<file path="config.mk">
export PLATFORM = sky130hd
export DESIGN_NAME = io_request_run_coalescer
export DESIGN_NICKNAME = d
export VERILOG_FILES = /design/src/rtl/core/ioc_pkg.sv /design/src/rtl/core/ioc_front.sv /design/src/rtl/core/ioc_queue.sv /design/src/rtl/core/ioc_back.sv /design/src/rtl/core/io_request_run_coalescer.sv
export SDC_FILE = /design/constraint.sdc
export NUM_CORES = 2
export LEC_CHECK = 0
export ABC_CLOCK_PERIOD_IN_PS = 53500
export BUFFER_PORTS_ARGS = -buffer_cell sky130_fd_sc_hd__buf_2
export CAP_MARGIN = 25
export CORE_MARGIN = 3
export CORE_UTILIZATION = 30
export CTS_CLUSTER_DIAMETER = 50
export DETAILED_ROUTE_END_ITERATION = 8
export SKIP_LAST_GASP = 1
export SYNTH_ARGS = -nofsm -noshare
export SYNTH_HDL_FRONTEND = slang
export SYNTH_SLANG_ARGS = --single-unit
export TNS_END_PERCENT = 1
</file>
<file path="constraint.sdc">
create_clock -name aclk -period 53.5 [get_ports aclk]
set_input_delay 2.675 -clock aclk [delete_from_list [all_inputs] [get_ports aclk]]
set_output_delay 2.675 -clock aclk [all_outputs]
set_load 0.005 [all_outputs]
</file>
<file path="src/rtl/core/ioc_pkg.sv">
// ----------------------------------------------------------------------------
// ioc_pkg
// Shared widths, field positions, codes and types of the I/O request run
// coalescer.
// ----------------------------------------------------------------------------
package ioc_pkg;

    // Field widths of one request and one result.
    localparam int ID_BITS       = 64;
    localparam int SLOT_BITS     = 16;
    localparam int PRIORITY_BITS = 8;
    localparam int OFFSET_BITS   = 64;
    localparam int SIZE_BITS     = 32;

    // Bit positions inside tdata, lowest field first.
    localparam int POS_ID     = 0;
    localparam int POS_RD     = POS_ID + ID_BITS;
    localparam int POS_SLOT   = POS_RD + 1;
    localparam int POS_PRIO   = POS_SLOT + SLOT_BITS;
    localparam int POS_OFFSET = POS_PRIO + PRIORITY_BITS;
    localparam int POS_SIZE   = POS_OFFSET + OFFSET_BITS;
    localparam int FIELD_BITS = POS_SIZE + SIZE_BITS;
    localparam int TDATA_BITS = ((FIELD_BITS + 7) / 8) * 8;
    localparam int PAD_BITS   = TDATA_BITS - FIELD_BITS;

    // Configuration port.
    localparam int CFG_INDEX_BITS = 2;
    localparam int CFG_DATA_BITS  = 32;
    localparam logic [CFG_INDEX_BITS-1:0] CFG_MAX_MERGED_BYTES = 2'd0;
    localparam logic [CFG_INDEX_BITS-1:0] CFG_REPORT_ABSORBED  = 2'd1;
    localparam logic [SIZE_BITS-1:0] MAX_MERGED_BYTES_RESET = 32'd131072;
    localparam logic                 REPORT_ABSORBED_RESET  = 1'b1;

    // Result kinds.
    localparam logic KIND_MERGED   = 1'b0;
    localparam logic KIND_ABSORBED = 1'b1;

    // Result queue between the front and the back.
    localparam int QUEUE_DEPTH = 4;
    localparam int QPTR_BITS   = $clog2(QUEUE_DEPTH);
    localparam int QCNT_BITS   = $clog2(QUEUE_DEPTH + 1);

    typedef struct packed {
        logic                     kind;
        logic [ID_BITS-1:0]       id;
        logic                     is_read;
        logic [SLOT_BITS-1:0]     slot;
        logic [PRIORITY_BITS-1:0] priority_cls;
        logic [OFFSET_BITS-1:0]   offset;
        logic [SIZE_BITS-1:0]     size;
        logic                     last;
    } result_t;

    // Results caused by one request: the first always, the second if flagged.
    typedef struct packed {
        logic    r1_valid;
        result_t r0;
        result_t r1;
    } entry_t;

    typedef struct packed {
        logic   valid;
        entry_t entry;
    } q_push_t;

    typedef struct packed {
        logic   valid;
        entry_t entry;
    } q_head_t;

endpackage

</file>
<file path="src/rtl/core/ioc_front.sv">
// ----------------------------------------------------------------------------
// ioc_front
// Accepts requests, decides whether each one folds into the held run, keeps
// the held run and the configuration, and queues the results it causes.
// ----------------------------------------------------------------------------
module ioc_front (
    input  logic                                 aclk,
    input  logic                                 aresetn,
    input  logic                                 cfg_valid,
    output logic                                 cfg_ready,
    input  logic [ioc_pkg::CFG_INDEX_BITS-1:0]   cfg_index,
    input  logic [ioc_pkg::CFG_DATA_BITS-1:0]    cfg_data,
    input  logic                                 s_tvalid,
    output logic                                 s_tready,
    input  logic [ioc_pkg::TDATA_BITS-1:0]       s_tdata,
    input  logic                                 s_tlast,
    input  logic                                 q_full,
    output ioc_pkg::q_push_t                     push
);

    // Configuration registers.
    logic [ioc_pkg::SIZE_BITS-1:0] max_bytes_reg;
    logic                          report_reg;

    // Held run.
    logic                              held_valid_reg, held_valid_next;
    logic [ioc_pkg::ID_BITS-1:0]       held_id_reg;
    logic                              held_rd_reg;
    logic [ioc_pkg::SLOT_BITS-1:0]     held_slot_reg;
    logic [ioc_pkg::PRIORITY_BITS-1:0] held_prio_reg;
    logic [ioc_pkg::OFFSET_BITS-1:0]   held_offset_reg;
    logic [ioc_pkg::SIZE_BITS-1:0]     held_size_reg, held_size_next;
    logic [ioc_pkg::OFFSET_BITS-1:0]   held_end_reg, held_end_next;

    // Fields of the incoming request.
    logic [ioc_pkg::ID_BITS-1:0]       in_id;
    logic                              in_rd;
    logic [ioc_pkg::SLOT_BITS-1:0]     in_slot;
    logic [ioc_pkg::PRIORITY_BITS-1:0] in_prio;
    logic [ioc_pkg::OFFSET_BITS-1:0]   in_offset;
    logic [ioc_pkg::SIZE_BITS-1:0]     in_size;

    logic                              accept;
    logic                              merge;
    logic [ioc_pkg::SIZE_BITS:0]       size_sum;
    logic                              a_valid;
    ioc_pkg::result_t                  res_a;
    ioc_pkg::result_t                  res_b;

    assign cfg_ready = 1'b1;
    assign s_tready  = !q_full;
    assign accept    = s_tvalid && !q_full;

    assign in_id     = s_tdata[ioc_pkg::POS_ID +: ioc_pkg::ID_BITS];
    assign in_rd     = s_tdata[ioc_pkg::POS_RD];
    assign in_slot   = s_tdata[ioc_pkg::POS_SLOT +: ioc_pkg::SLOT_BITS];
    assign in_prio   = s_tdata[ioc_pkg::POS_PRIO +: ioc_pkg::PRIORITY_BITS];
    assign in_offset = s_tdata[ioc_pkg::POS_OFFSET +: ioc_pkg::OFFSET_BITS];
    assign in_size   = s_tdata[ioc_pkg::POS_SIZE +: ioc_pkg::SIZE_BITS];

    // Configuration writes; indexes outside the register list are ignored.
    always_ff @(posedge aclk) begin
        if (!aresetn) begin
            max_bytes_reg <= ioc_pkg::MAX_MERGED_BYTES_RESET;
            report_reg    <= ioc_pkg::REPORT_ABSORBED_RESET;
        end else if (cfg_valid) begin
            case (cfg_index)
                ioc_pkg::CFG_MAX_MERGED_BYTES: begin
                    max_bytes_reg <= cfg_data[ioc_pkg::SIZE_BITS-1:0];
                end
                ioc_pkg::CFG_REPORT_ABSORBED: begin
                    report_reg <= cfg_data[0];
                end
                default: begin
                end
            endcase
        end
    end

    // Merge decision. The end of the held run is kept precomputed, so the
    // contiguity test is a plain compare and only the cap test adds.
    assign size_sum = {1'b0, held_size_reg} + {1'b0, in_size};
    assign merge = held_valid_reg
                && (held_rd_reg == in_rd)
                && (held_slot_reg == in_slot)
                && (held_prio_reg == in_prio)
                && (held_end_reg == in_offset)
                && (size_sum <= {1'b0, max_bytes_reg});

    // First candidate result: the absorbed id on a merge, or the displaced
    // held run otherwise. Second candidate: the flush at the end of a batch.
    always_comb begin
        res_a = '0;
        if (merge) begin
            res_a.kind = ioc_pkg::KIND_ABSORBED;
            res_a.id   = in_id;
        end else begin
            res_a.kind         = ioc_pkg::KIND_MERGED;
            res_a.id           = held_id_reg;
            res_a.is_read      = held_rd_reg;
            res_a.slot         = held_slot_reg;
            res_a.priority_cls = held_prio_reg;
            res_a.offset       = held_offset_reg;
            res_a.size         = held_size_reg;
            res_a.last         = 1'b0;
        end

        res_b.kind         = ioc_pkg::KIND_MERGED;
        res_b.id           = merge ? held_id_reg : in_id;
        res_b.is_read      = in_rd;
        res_b.slot         = in_slot;
        res_b.priority_cls = in_prio;
        res_b.offset       = merge ? held_offset_reg : in_offset;
        res_b.size         = merge ? size_sum[ioc_pkg::SIZE_BITS-1:0] : in_size;
        res_b.last         = 1'b1;
    end

    assign a_valid = merge ? report_reg : held_valid_reg;

    // Pack the results of this request into one queue entry.
    always_comb begin
        push.valid          = accept && (a_valid || s_tlast);
        push.entry.r1_valid = a_valid && s_tlast;
        push.entry.r0       = a_valid ? res_a : res_b;
        push.entry.r1       = res_b;
    end

    // Held run update.
    always_comb begin
        held_valid_next = !s_tlast;
        if (merge) begin
            held_size_next = size_sum[ioc_pkg::SIZE_BITS-1:0];
            held_end_next  = held_end_reg + {{(ioc_pkg::OFFSET_BITS -
                                              ioc_pkg::SIZE_BITS){1'b0}}, in_size};
        end else begin
            held_size_next = in_size;
            held_end_next  = in_offset + {{(ioc_pkg::OFFSET_BITS -
                                           ioc_pkg::SIZE_BITS){1'b0}}, in_size};
        end
    end

    always_ff @(posedge aclk) begin
        if (!aresetn) begin
            held_valid_reg <= 1'b0;
        end else if (accept) begin
            held_valid_reg <= held_valid_next;
        end
    end

    always_ff @(posedge aclk) begin
        if (accept) begin
            held_size_reg <= held_size_next;
            held_end_reg  <= held_end_next;
            if (!merge) begin
                held_id_reg     <= in_id;
                held_rd_reg     <= in_rd;
                held_slot_reg   <= in_slot;
                held_prio_reg   <= in_prio;
                held_offset_reg <= in_offset;
            end
        end
    end

endmodule

</file>
<file path="src/rtl/core/ioc_queue.sv">
// ----------------------------------------------------------------------------
// ioc_queue
// Short first-in first-out queue of result entries between the front and
// the back, so that each side can stall on its own.
// ----------------------------------------------------------------------------
module ioc_queue (
    input  logic             aclk,
    input  logic             aresetn,
    input  ioc_pkg::q_push_t push,
    output logic             full,
    input  logic             pop,
    output ioc_pkg::q_head_t head
);

    ioc_pkg::entry_t                 slots_reg [ioc_pkg::QUEUE_DEPTH];
    logic [ioc_pkg::QPTR_BITS-1:0]   wr_ptr_reg, wr_ptr_next;
    logic [ioc_pkg::QPTR_BITS-1:0]   rd_ptr_reg, rd_ptr_next;
    logic [ioc_pkg::QCNT_BITS-1:0]   count_reg, count_next;
    logic                            do_push;
    logic                            do_pop;

    assign full       = (count_reg == ioc_pkg::QCNT_BITS'(ioc_pkg::QUEUE_DEPTH));
    assign head.valid = (count_reg != '0);
    assign head.entry = slots_reg[rd_ptr_reg];

    assign do_push = push.valid && !full;
    assign do_pop  = pop && head.valid;

    // Pointer and fill count update.
    always_comb begin
        wr_ptr_next = do_push ? ioc_pkg::QPTR_BITS'(wr_ptr_reg + 1'b1) : wr_ptr_reg;
        rd_ptr_next = do_pop ? ioc_pkg::QPTR_BITS'(rd_ptr_reg + 1'b1) : rd_ptr_reg;
        count_next  = count_reg;
        if (do_push && !do_pop) begin
            count_next = count_reg + 1'b1;
        end else if (do_pop && !do_push) begin
            count_next = count_reg - 1'b1;
        end
    end

    always_ff @(posedge aclk) begin
        if (!aresetn) begin
            wr_ptr_reg <= '0;
            rd_ptr_reg <= '0;
            count_reg  <= '0;
        end else begin
            wr_ptr_reg <= wr_ptr_next;
            rd_ptr_reg <= rd_ptr_next;
            count_reg  <= count_next;
        end
    end

    // Entry storage.
    always_ff @(posedge aclk) begin
        if (do_push) begin
            slots_reg[wr_ptr_reg] <= push.entry;
        end
    end

endmodule

</file>
<file path="src/rtl/core/ioc_back.sv">
// ----------------------------------------------------------------------------
// ioc_back
// Drains queue entries one result at a time into the output register.
// ----------------------------------------------------------------------------
module ioc_back (
    input  logic             aclk,
    input  logic             aresetn,
    input  ioc_pkg::q_head_t head,
    output logic             pop,
    output logic             out_valid,
    output ioc_pkg::result_t out_data,
    input  logic             out_ready
);

    logic             out_valid_reg, out_valid_next;
    ioc_pkg::result_t out_data_reg;
    logic             phase_reg, phase_next;
    logic             load;

    assign out_valid = out_valid_reg;
    assign out_data  = out_data_reg;

    // A new result moves in whenever the output register is free or is
    // being taken in this cycle.
    assign load = head.valid && (!out_valid_reg || out_ready);
    assign pop  = load && (phase_reg || !head.entry.r1_valid);

    always_comb begin
        out_valid_next = out_valid_reg;
        phase_next     = phase_reg;
        if (load) begin
            out_valid_next = 1'b1;
            phase_next     = !phase_reg && head.entry.r1_valid;
        end else if (out_ready) begin
            out_valid_next = 1'b0;
        end
    end

    always_ff @(posedge aclk) begin
        if (!aresetn) begin
            out_valid_reg <= 1'b0;
            phase_reg     <= 1'b0;
        end else begin
            out_valid_reg <= out_valid_next;
            phase_reg     <= phase_next;
        end
    end

    always_ff @(posedge aclk) begin
        if (load) begin
            out_data_reg <= phase_reg ? head.entry.r1 : head.entry.r0;
        end
    end

endmodule

</file>
<file path="src/rtl/core/io_request_run_coalescer.sv">
// ----------------------------------------------------------------------------
// io_request_run_coalescer
// Folds contiguous storage I/O requests into merged runs and reports the ids
// of the requests it absorbs while absorbed-id reporting is enabled.
// ----------------------------------------------------------------------------
// The results of a taken request beat go into the result queue and reach m_
// through the output register, a second result behind the first.
// Throughput: one request beat per cycle; the output register moves one
// result beat per cycle, so requests that cause two results set the pace.
// The four-entry result queue fills when the output stalls, then s_tready drops.
// Reset: the held run is dropped, the queue empties, registers take defaults.
// ----------------------------------------------------------------------------
module io_request_run_coalescer (
    input  logic                                 aclk,
    input  logic                                 aresetn,
    // Configuration write channel.
    input  logic                                 cfg_valid,
    output logic                                 cfg_ready,
    input  logic [ioc_pkg::CFG_INDEX_BITS-1:0]   cfg_index,
    input  logic [ioc_pkg::CFG_DATA_BITS-1:0]    cfg_data,
    // Request stream.
    input  logic                                 s_tvalid,
    output logic                                 s_tready,
    // req_id[63:0], is_read[64], dst_slot[80:65], priority_req[88:81],
    // file_offset[152:89], size[184:153], zero pad[191:185]
    input  logic [ioc_pkg::TDATA_BITS-1:0]       s_tdata,
    input  logic                                 s_tlast,   // batch_last
    // Result stream.
    output logic                                 m_tvalid,
    input  logic                                 m_tready,
    // out_id[63:0], out_is_read[64], out_slot[80:65], out_priority[88:81],
    // out_offset[152:89], out_size[184:153], zero pad[191:185]
    output logic [ioc_pkg::TDATA_BITS-1:0]       m_tdata,
    output logic                                 m_tuser,   // kind
    output logic                                 m_tlast    // out_last
);

    ioc_pkg::q_push_t push;
    ioc_pkg::q_head_t head;
    ioc_pkg::result_t out_data;
    logic             q_full;
    logic             pop;

    ioc_front u_front (
        .aclk      (aclk),
        .aresetn   (aresetn),
        .cfg_valid (cfg_valid),
        .cfg_ready (cfg_ready),
        .cfg_index (cfg_index),
        .cfg_data  (cfg_data),
        .s_tvalid  (s_tvalid),
        .s_tready  (s_tready),
        .s_tdata   (s_tdata),
        .s_tlast   (s_tlast),
        .q_full    (q_full),
        .push      (push)
    );

    ioc_queue u_queue (
        .aclk    (aclk),
        .aresetn (aresetn),
        .push    (push),
        .full    (q_full),
        .pop     (pop),
        .head    (head)
    );

    ioc_back u_back (
        .aclk      (aclk),
        .aresetn   (aresetn),
        .head      (head),
        .pop       (pop),
        .out_valid (m_tvalid),
        .out_data  (out_data),
        .out_ready (m_tready)
    );

    // Pack the result beat.
    assign m_tdata = {{ioc_pkg::PAD_BITS{1'b0}},
                      out_data.size,
                      out_data.offset,
                      out_data.priority_cls,
                      out_data.slot,
                      out_data.is_read,
                      out_data.id};
    assign m_tuser = out_data.kind;
    assign m_tlast = out_data.last;

endmodule

</file>
# Word level (Yosys, flattened, before mapping)
# Memories as Yosys holds them, arrays and structs flattened. A register that Yosys moved wholly into a read port is not among the register bits.
# Index checks and enable logic that the tools add are counted.
# word_totals
regBits	479
memories	1
mem_bits_rw	1492
# classes
add_sub_neg	7
bitwise	1
reduce_logical	32
n_mux	17
n_lt_le_gt_ge	1
n_eq_ne	6
# memory_table
name	words	word_bits	rd	rd_clocked_by_memory_dff	write_ports	line	rtl
u_queue.slots_reg	4	373	1	1	1	ioc_queue.sv:15	ioc_pkg::entry_t slots_reg [ioc_pkg::QUEUE_DEPTH];
# ops
cell	count
$mux 187	2
$mux 64	3
$add 64x32->64	2
$mux 122	1
$mux 65	1
$eq 64x64->1	1
$add 32x32->33	1
$le 33x32->1	1
$mux 32	1
$eq 16x16->1	1
$logic_and 1x1->1	15
$eq 8x8->1	1
$logic_not 1->1	7
$mux 3	2
$reduce_and 2->1	3
$mux 1	5
$add 2x1->2 const B	2
$mux 2	2
$reduce_bool 2->1	2
$add 3x1->3 const B	1
$eq 3x3->1 const B	1
$logic_or 1x1->1	3
$reduce_bool 3->1	1
$sub 3x1->3 const B	1
other kinds (4)	4

# Depth between registers and ports, before layout
# depth
ltp_word	14
mapped_depth	28
depth_no_buf	27

# By module
# From an unflattened synthesis, not the netlist that was laid out.
# unflattened
hier_cells	4350
area_unflattened_um2	83694.0
# by_module_without_submodules
module	seq_area_each_um2	area_per_inst_um2	n_inst	cells_per_inst
ioc_queue	45223.4	55587.1	1	2007
ioc_front	8157.8	19668.9	1	1928
ioc_back	5655.4	8381.8	1	407
io_request_run_coalescer	0.0	56.3	1	8

# Least setup slack after synthesis
# No wires, ideal clock.
# synth_timing
path_kind	input -> register
startpoint	input s_tvalid
endpoint	memory u_queue.slots_reg[0][0] (netlist name) (enable)
t_required_ns	52.715
n_path_buf	1
stages	4
arrival_time_ns	18.297
setup_slack_ns	34.418
setup_time_ns	0.785
path_cell_list	and2_1 -> clkbuf_1 -> o31a_1 -> and2_1
# synth_between
elab_chain_len	5
# synth_rtl
element	line	rtl
start: declaration	io_request_run_coalescer.sv:22	input logic s_tvalid,
$logic_and 1x1->1	ioc_front.sv:52	assign accept = s_tvalid && !q_full;
via u_front.accept	ioc_front.sv:43	logic accept;
$logic_and 1x1->1	ioc_front.sv:122	push.valid = accept && (a_valid || s_tlast);
$logic_and 1x1->1	ioc_queue.sv:26	assign do_push = push.valid && !full;
via u_queue.do_push	ioc_queue.sv:19	logic do_push;
$mux 1	ioc_queue.sv:55	if (do_push) begin
$mux 1 (not written as such)	ioc_queue.sv:56	slots_reg[wr_ptr_reg] <= push.entry;
end: declaration	ioc_queue.sv:15	
# The timed path passes the listed nets, and every way through them passes these cells.

# Worst setup path after layout
# layout_timing
startpoint	input s_tdata[154] (netlist name)
endpoint	memory u_queue.slots_reg[0][103] (netlist name) (enable)
# layout_between
elab_chain_len	9
# layout_rtl
element	line	rtl
start: declaration	io_request_run_coalescer.sv:26	input logic [ioc_pkg::TDATA_BITS-1:0] s_tdata,
$add 32x32->33	ioc_front.sv:82	assign size_sum = {1'b0, held_size_reg} + {1'b0, in_size};
$le 33x32->1	ioc_front.sv:88	&& (size_sum <= {1'b0, max_bytes_reg});
$logic_and 1x1->1	ioc_front.sv:88	
$mux 1	ioc_front.sv:118	assign a_valid = merge ? report_reg : held_valid_reg;
$logic_or 1x1->1	ioc_front.sv:122	
$logic_and 1x1->1	ioc_front.sv:122	
$logic_and 1x1->1	ioc_queue.sv:26	
via u_queue.do_push	ioc_queue.sv:19	
$mux 1	ioc_queue.sv:55	
$mux 1 (not written as such)	ioc_queue.sv:56	
# The timed path passes the listed nets, and every way through them passes these cells.

==> impl_metrics.json <==
{
  "maximum_buffer_depth_of_the_clock_tree": 4,
  "final_max_slew_viol_count": 0,
  "final_antenna_violating_net_count": 0,
  "synth_sequential_area_ratio_pct": 71.7,
  "layout_worst_path_cycle_share_pct": 23.1,
  "cts_buffer_count": 237,
  "final_layout_size_suffix_gt1_share_pct": 22.3,
  "clock-sinks": 1973,
  "total_global_routing_overflow": 0,
  "core.rowCount": 191,
  "hold_buffers": 0,
  "routed-via-count": 45800,
  "cts.root.buffer_cell": "sky130_fd_sc_hd__clkbuf_16",
  "numPortBuffers": 413,
  "clk_latency_ns": 0.91,
  "fp.dieArea_mm2": 0.280,
  "cts.clk_slew.worst_paths_ns": 0.06,
  "cp.required_ns": 53.98,
  "holdCritPathClass": "register to register",
  "worst_setup_path_end_kind": "register",
  "yosys.cell_types.count": 82,
  "worstPathMaxFanout": 61,
  "chipWidth_um": 529,
  "startpoint_type": "primary input",
  "dieHeight_um": 529,
  "r2r_setup_slack_ns": 42.86,
  "finalSetupViolations": 0,
  "post-route-worst-setup-slack_ns": 41.14,
  "final_setup_tns_ns": 0,
  "syn_area_mm2": 0.0820,
  "detailedPlace.worstSlack_ns": 39.89,
  "post-place-cells": 8840,
  "final_weighted_congestion_in_routability_driven_placement": 0.908,
  "finalWirelength_mm": 228,
  "route.detailed.drc": 0,
  "criticalPathCategory": "primary input to register",
  "grt_start_max_net_pins": 144,
  "dominantRegCellSynth": "sky130_fd_sc_hd__edfxtp_1",
  "max_cap_viol_count": 0,
  "grt_setup_unrepaired": "no",
  "detailed_place.area_mm2": 0.0881,
  "groute.usage.overall_pct": 15.8,
  "design_area_mm2": 0.0959,
  "first_iter_violations": 4276,
  "power_density_mw_per_mm2": 48.6,
  "layout.cells.most_common": "sky130_fd_sc_hd__edfxtp_1",
  "synth-warning-count": 0,
  "drt_pass1_iterations": 6,
  "syn_inst": 5058,
  "syn_avg_cell_area_um2": 16.2,
  "cts_setup_buffers": 0,
  "wire_length_of_the_first_global_routing_pass_mm": 325,
  "finalNetCount": 5848,
  "number_of_enable_type_register_cells_in_the_synthesized_netlist": 1928,
  "clock_skew_ns": 0.0785,
  "tritoncts": "yes",
  "placeable_core_region_mm2": 0.271,
  "synth.ff_latch_count": 1973,
  "clock.fmax_mhz": 80.9,
  "period_needed_ns": 12.36,
  "run_status": "finished clean",
  "asyncSetResetFlopFracSynth_pct": 0,
  "syn2layout_area_growth_pct": 16.9,
  "post_drt_via_cell_ratio": 4.92,
  "hpwl_mm": 144,
  "worst_pin_slew_ns": 1.25,
  "initial_utilization_pct": 30.2,
  "total_leakage_power_nw": 32.4,
  "report.final.hold_viol_count": 0,
  "critPathArrivalTime_ns": 12.84,
  "largest_reg_flops": 1492,
  "finalNonFillerCells": 9314,
  "io_pins": 429,
  "cts.repair.resized": 0,
  "maxSlewHeadroom_pct": 16.4,
  "grt_pass1_vias": 45700,
  "max-vdd-ir-drop_mv": 0.0341,
  "cts-htree-levels": 4,
  "antenna_found_initial": 93,
  "most-common-layout-cells": "sky130_fd_sc_hd__edfxtp_1 (1928), sky130_fd_sc_hd__nand2_1 (1005), sky130_fd_sc_hd__buf_2 (413), sky130_fd_sc_hd__mux4_2 (373), sky130_fd_sc_hd__clkbuf_16 (239)",
  "route.detailed.wl_per_inst_um": 24.5
}
report_power, final:
group / switching [mW] / total [mW] / internal, mW
logic: 0.643 / 1.02 / 0.381
registers: 0.0746 / 2.08 / 2.00
clock network: 0.656 / 1.57 / 0.910
total: 1.37 / 4.67 / 3.29
area by class of cell:
| class | instances | area [um^2] |
|---|---|---|
| multi-input cells | 2656 | 21500 |
| clock buffers | 276 | 6120 |
| flip-flops and latches | 1973 | 58800 |
| well taps | 3570 | 4470 |
| clock inverters | 156 | 1550 |
| repair buffers | 485 | 2720 |
| inverters | 159 | 604 |
| fillers | 25700 | 176000 |
| diodes | 39 | 97.6 |
worst max-delay path, stage by stage:
cell	delay [ns]
sky130_fd_sc_hd__buf_2	0.20
sky130_fd_sc_hd__inv_1	0.30
sky130_fd_sc_hd__fa_1	0.28
sky130_fd_sc_hd__nor2b_1	0.07
sky130_fd_sc_hd__o211a_1	0.23
sky130_fd_sc_hd__o31a_1	0.33
sky130_fd_sc_hd__o31ai_1	0.67
sky130_fd_sc_hd__nand2_1	0.30
sky130_fd_sc_hd__a21boi_0	0.29
sky130_fd_sc_hd__xor2_1	0.32
sky130_fd_sc_hd__inv_1	0.09
sky130_fd_sc_hd__ha_1	0.30
sky130_fd_sc_hd__nand4_1	0.17
sky130_fd_sc_hd__nor4_1	0.83
sky130_fd_sc_hd__a21boi_0	0.72
sky130_fd_sc_hd__a2111oi_2	0.22
sky130_fd_sc_hd__o211ai_1	0.37
sky130_fd_sc_hd__and2_1	0.18
sky130_fd_sc_hd__buf_4	0.39
sky130_fd_sc_hd__o31a_1	0.46
sky130_fd_sc_hd__and2_4	0.72
sky130_fd_sc_hd__buf_4	0.85
sky130_fd_sc_hd__buf_4	0.82
sky130_fd_sc_hd__buf_4	0.84
Yosys cell counts, types with 59 or more instances:
library cell / n / area (um^2)
sky130_fd_sc_hd__a21oi_1: 86 / 430
sky130_fd_sc_hd__buf_1: 59 / 221
sky130_fd_sc_hd__clkbuf_1: 173 / 649
sky130_fd_sc_hd__edfxtp_1: 1928 / 57900
sky130_fd_sc_hd__ha_1: 101 / 1260
sky130_fd_sc_hd__inv_1: 158 / 593
sky130_fd_sc_hd__mux2_1: 60 / 676
sky130_fd_sc_hd__mux4_2: 373 / 8400
sky130_fd_sc_hd__nand2_1: 1005 / 3770
sky130_fd_sc_hd__nand2b_1: 62 / 388
sky130_fd_sc_hd__nand3_1: 94 / 470
sky130_fd_sc_hd__nand4_1: 67 / 419
sky130_fd_sc_hd__o21ai_0: 195 / 976
sky130_fd_sc_hd__xnor2_1: 112 / 981
final timing paths:
check | cells past startpoint | endpoint | from
max | 24 | u_queue.slots_reg[0][103]$_DFFE_PP_ | s_tdata[154]
min | 2 | u_front.max_bytes_reg[20]$_SDFFE_PN0P_ | u_front.max_bytes_reg[20]$_SDFFE_PN0P_
max reg2reg | 24 | u_queue.slots_reg[0][103]$_DFFE_PP_ | u_front.held_size_reg[0]$_DFFE_PP_
min reg2reg | 2 | u_front.max_bytes_reg[20]$_SDFFE_PN0P_ | u_front.max_bytes_reg[20]$_SDFFE_PN0P_
metrics by stage:
| stage | utilization (%) | power (mW) | hold slack [ns] |
|---|---|---|---|
| floorplan | - | 2.79 | 0.443 |
| global placement | 32.4 | 3.15 | 0.464 |
| detailed placement | 32.4 | 3.16 | 0.464 |
| CTS | 35.3 | 4.74 | 0.471 |
| global route | 35.3 | 4.88 | 0.481 |
| finish | 35.3 | 4.67 | 0.463 |
metal layers:
layer / share of wire [%] / routed length (um) / GRT usage (%) / vias up
li1: - / - / - / 20400
met1: 43 / 97000 / 21.3 / 23500
met2: 47 / 108000 / 25.2 / 1462
met3: 6.8 / 15600 / 3.58 / 416
met4: 3.3 / 7580 / 5.52 / 42
met5: 0.11 / 252 / 0 / -
kinds of logic after synthesis:
| kind of cell | share of synthesized area (%) |
|---|---|
| simple gates | 7.74 |
| xor+xnor | 1.40 |
| compound gates | 3.93 |
| flops | 71.7 |
| fa+ha+maj | 1.61 |
| mux | 11.5 |
| other cells | 0.00916 |
| buf+inv | 2.15 |
No activity file was read; power rests on OpenSTA's default activity.
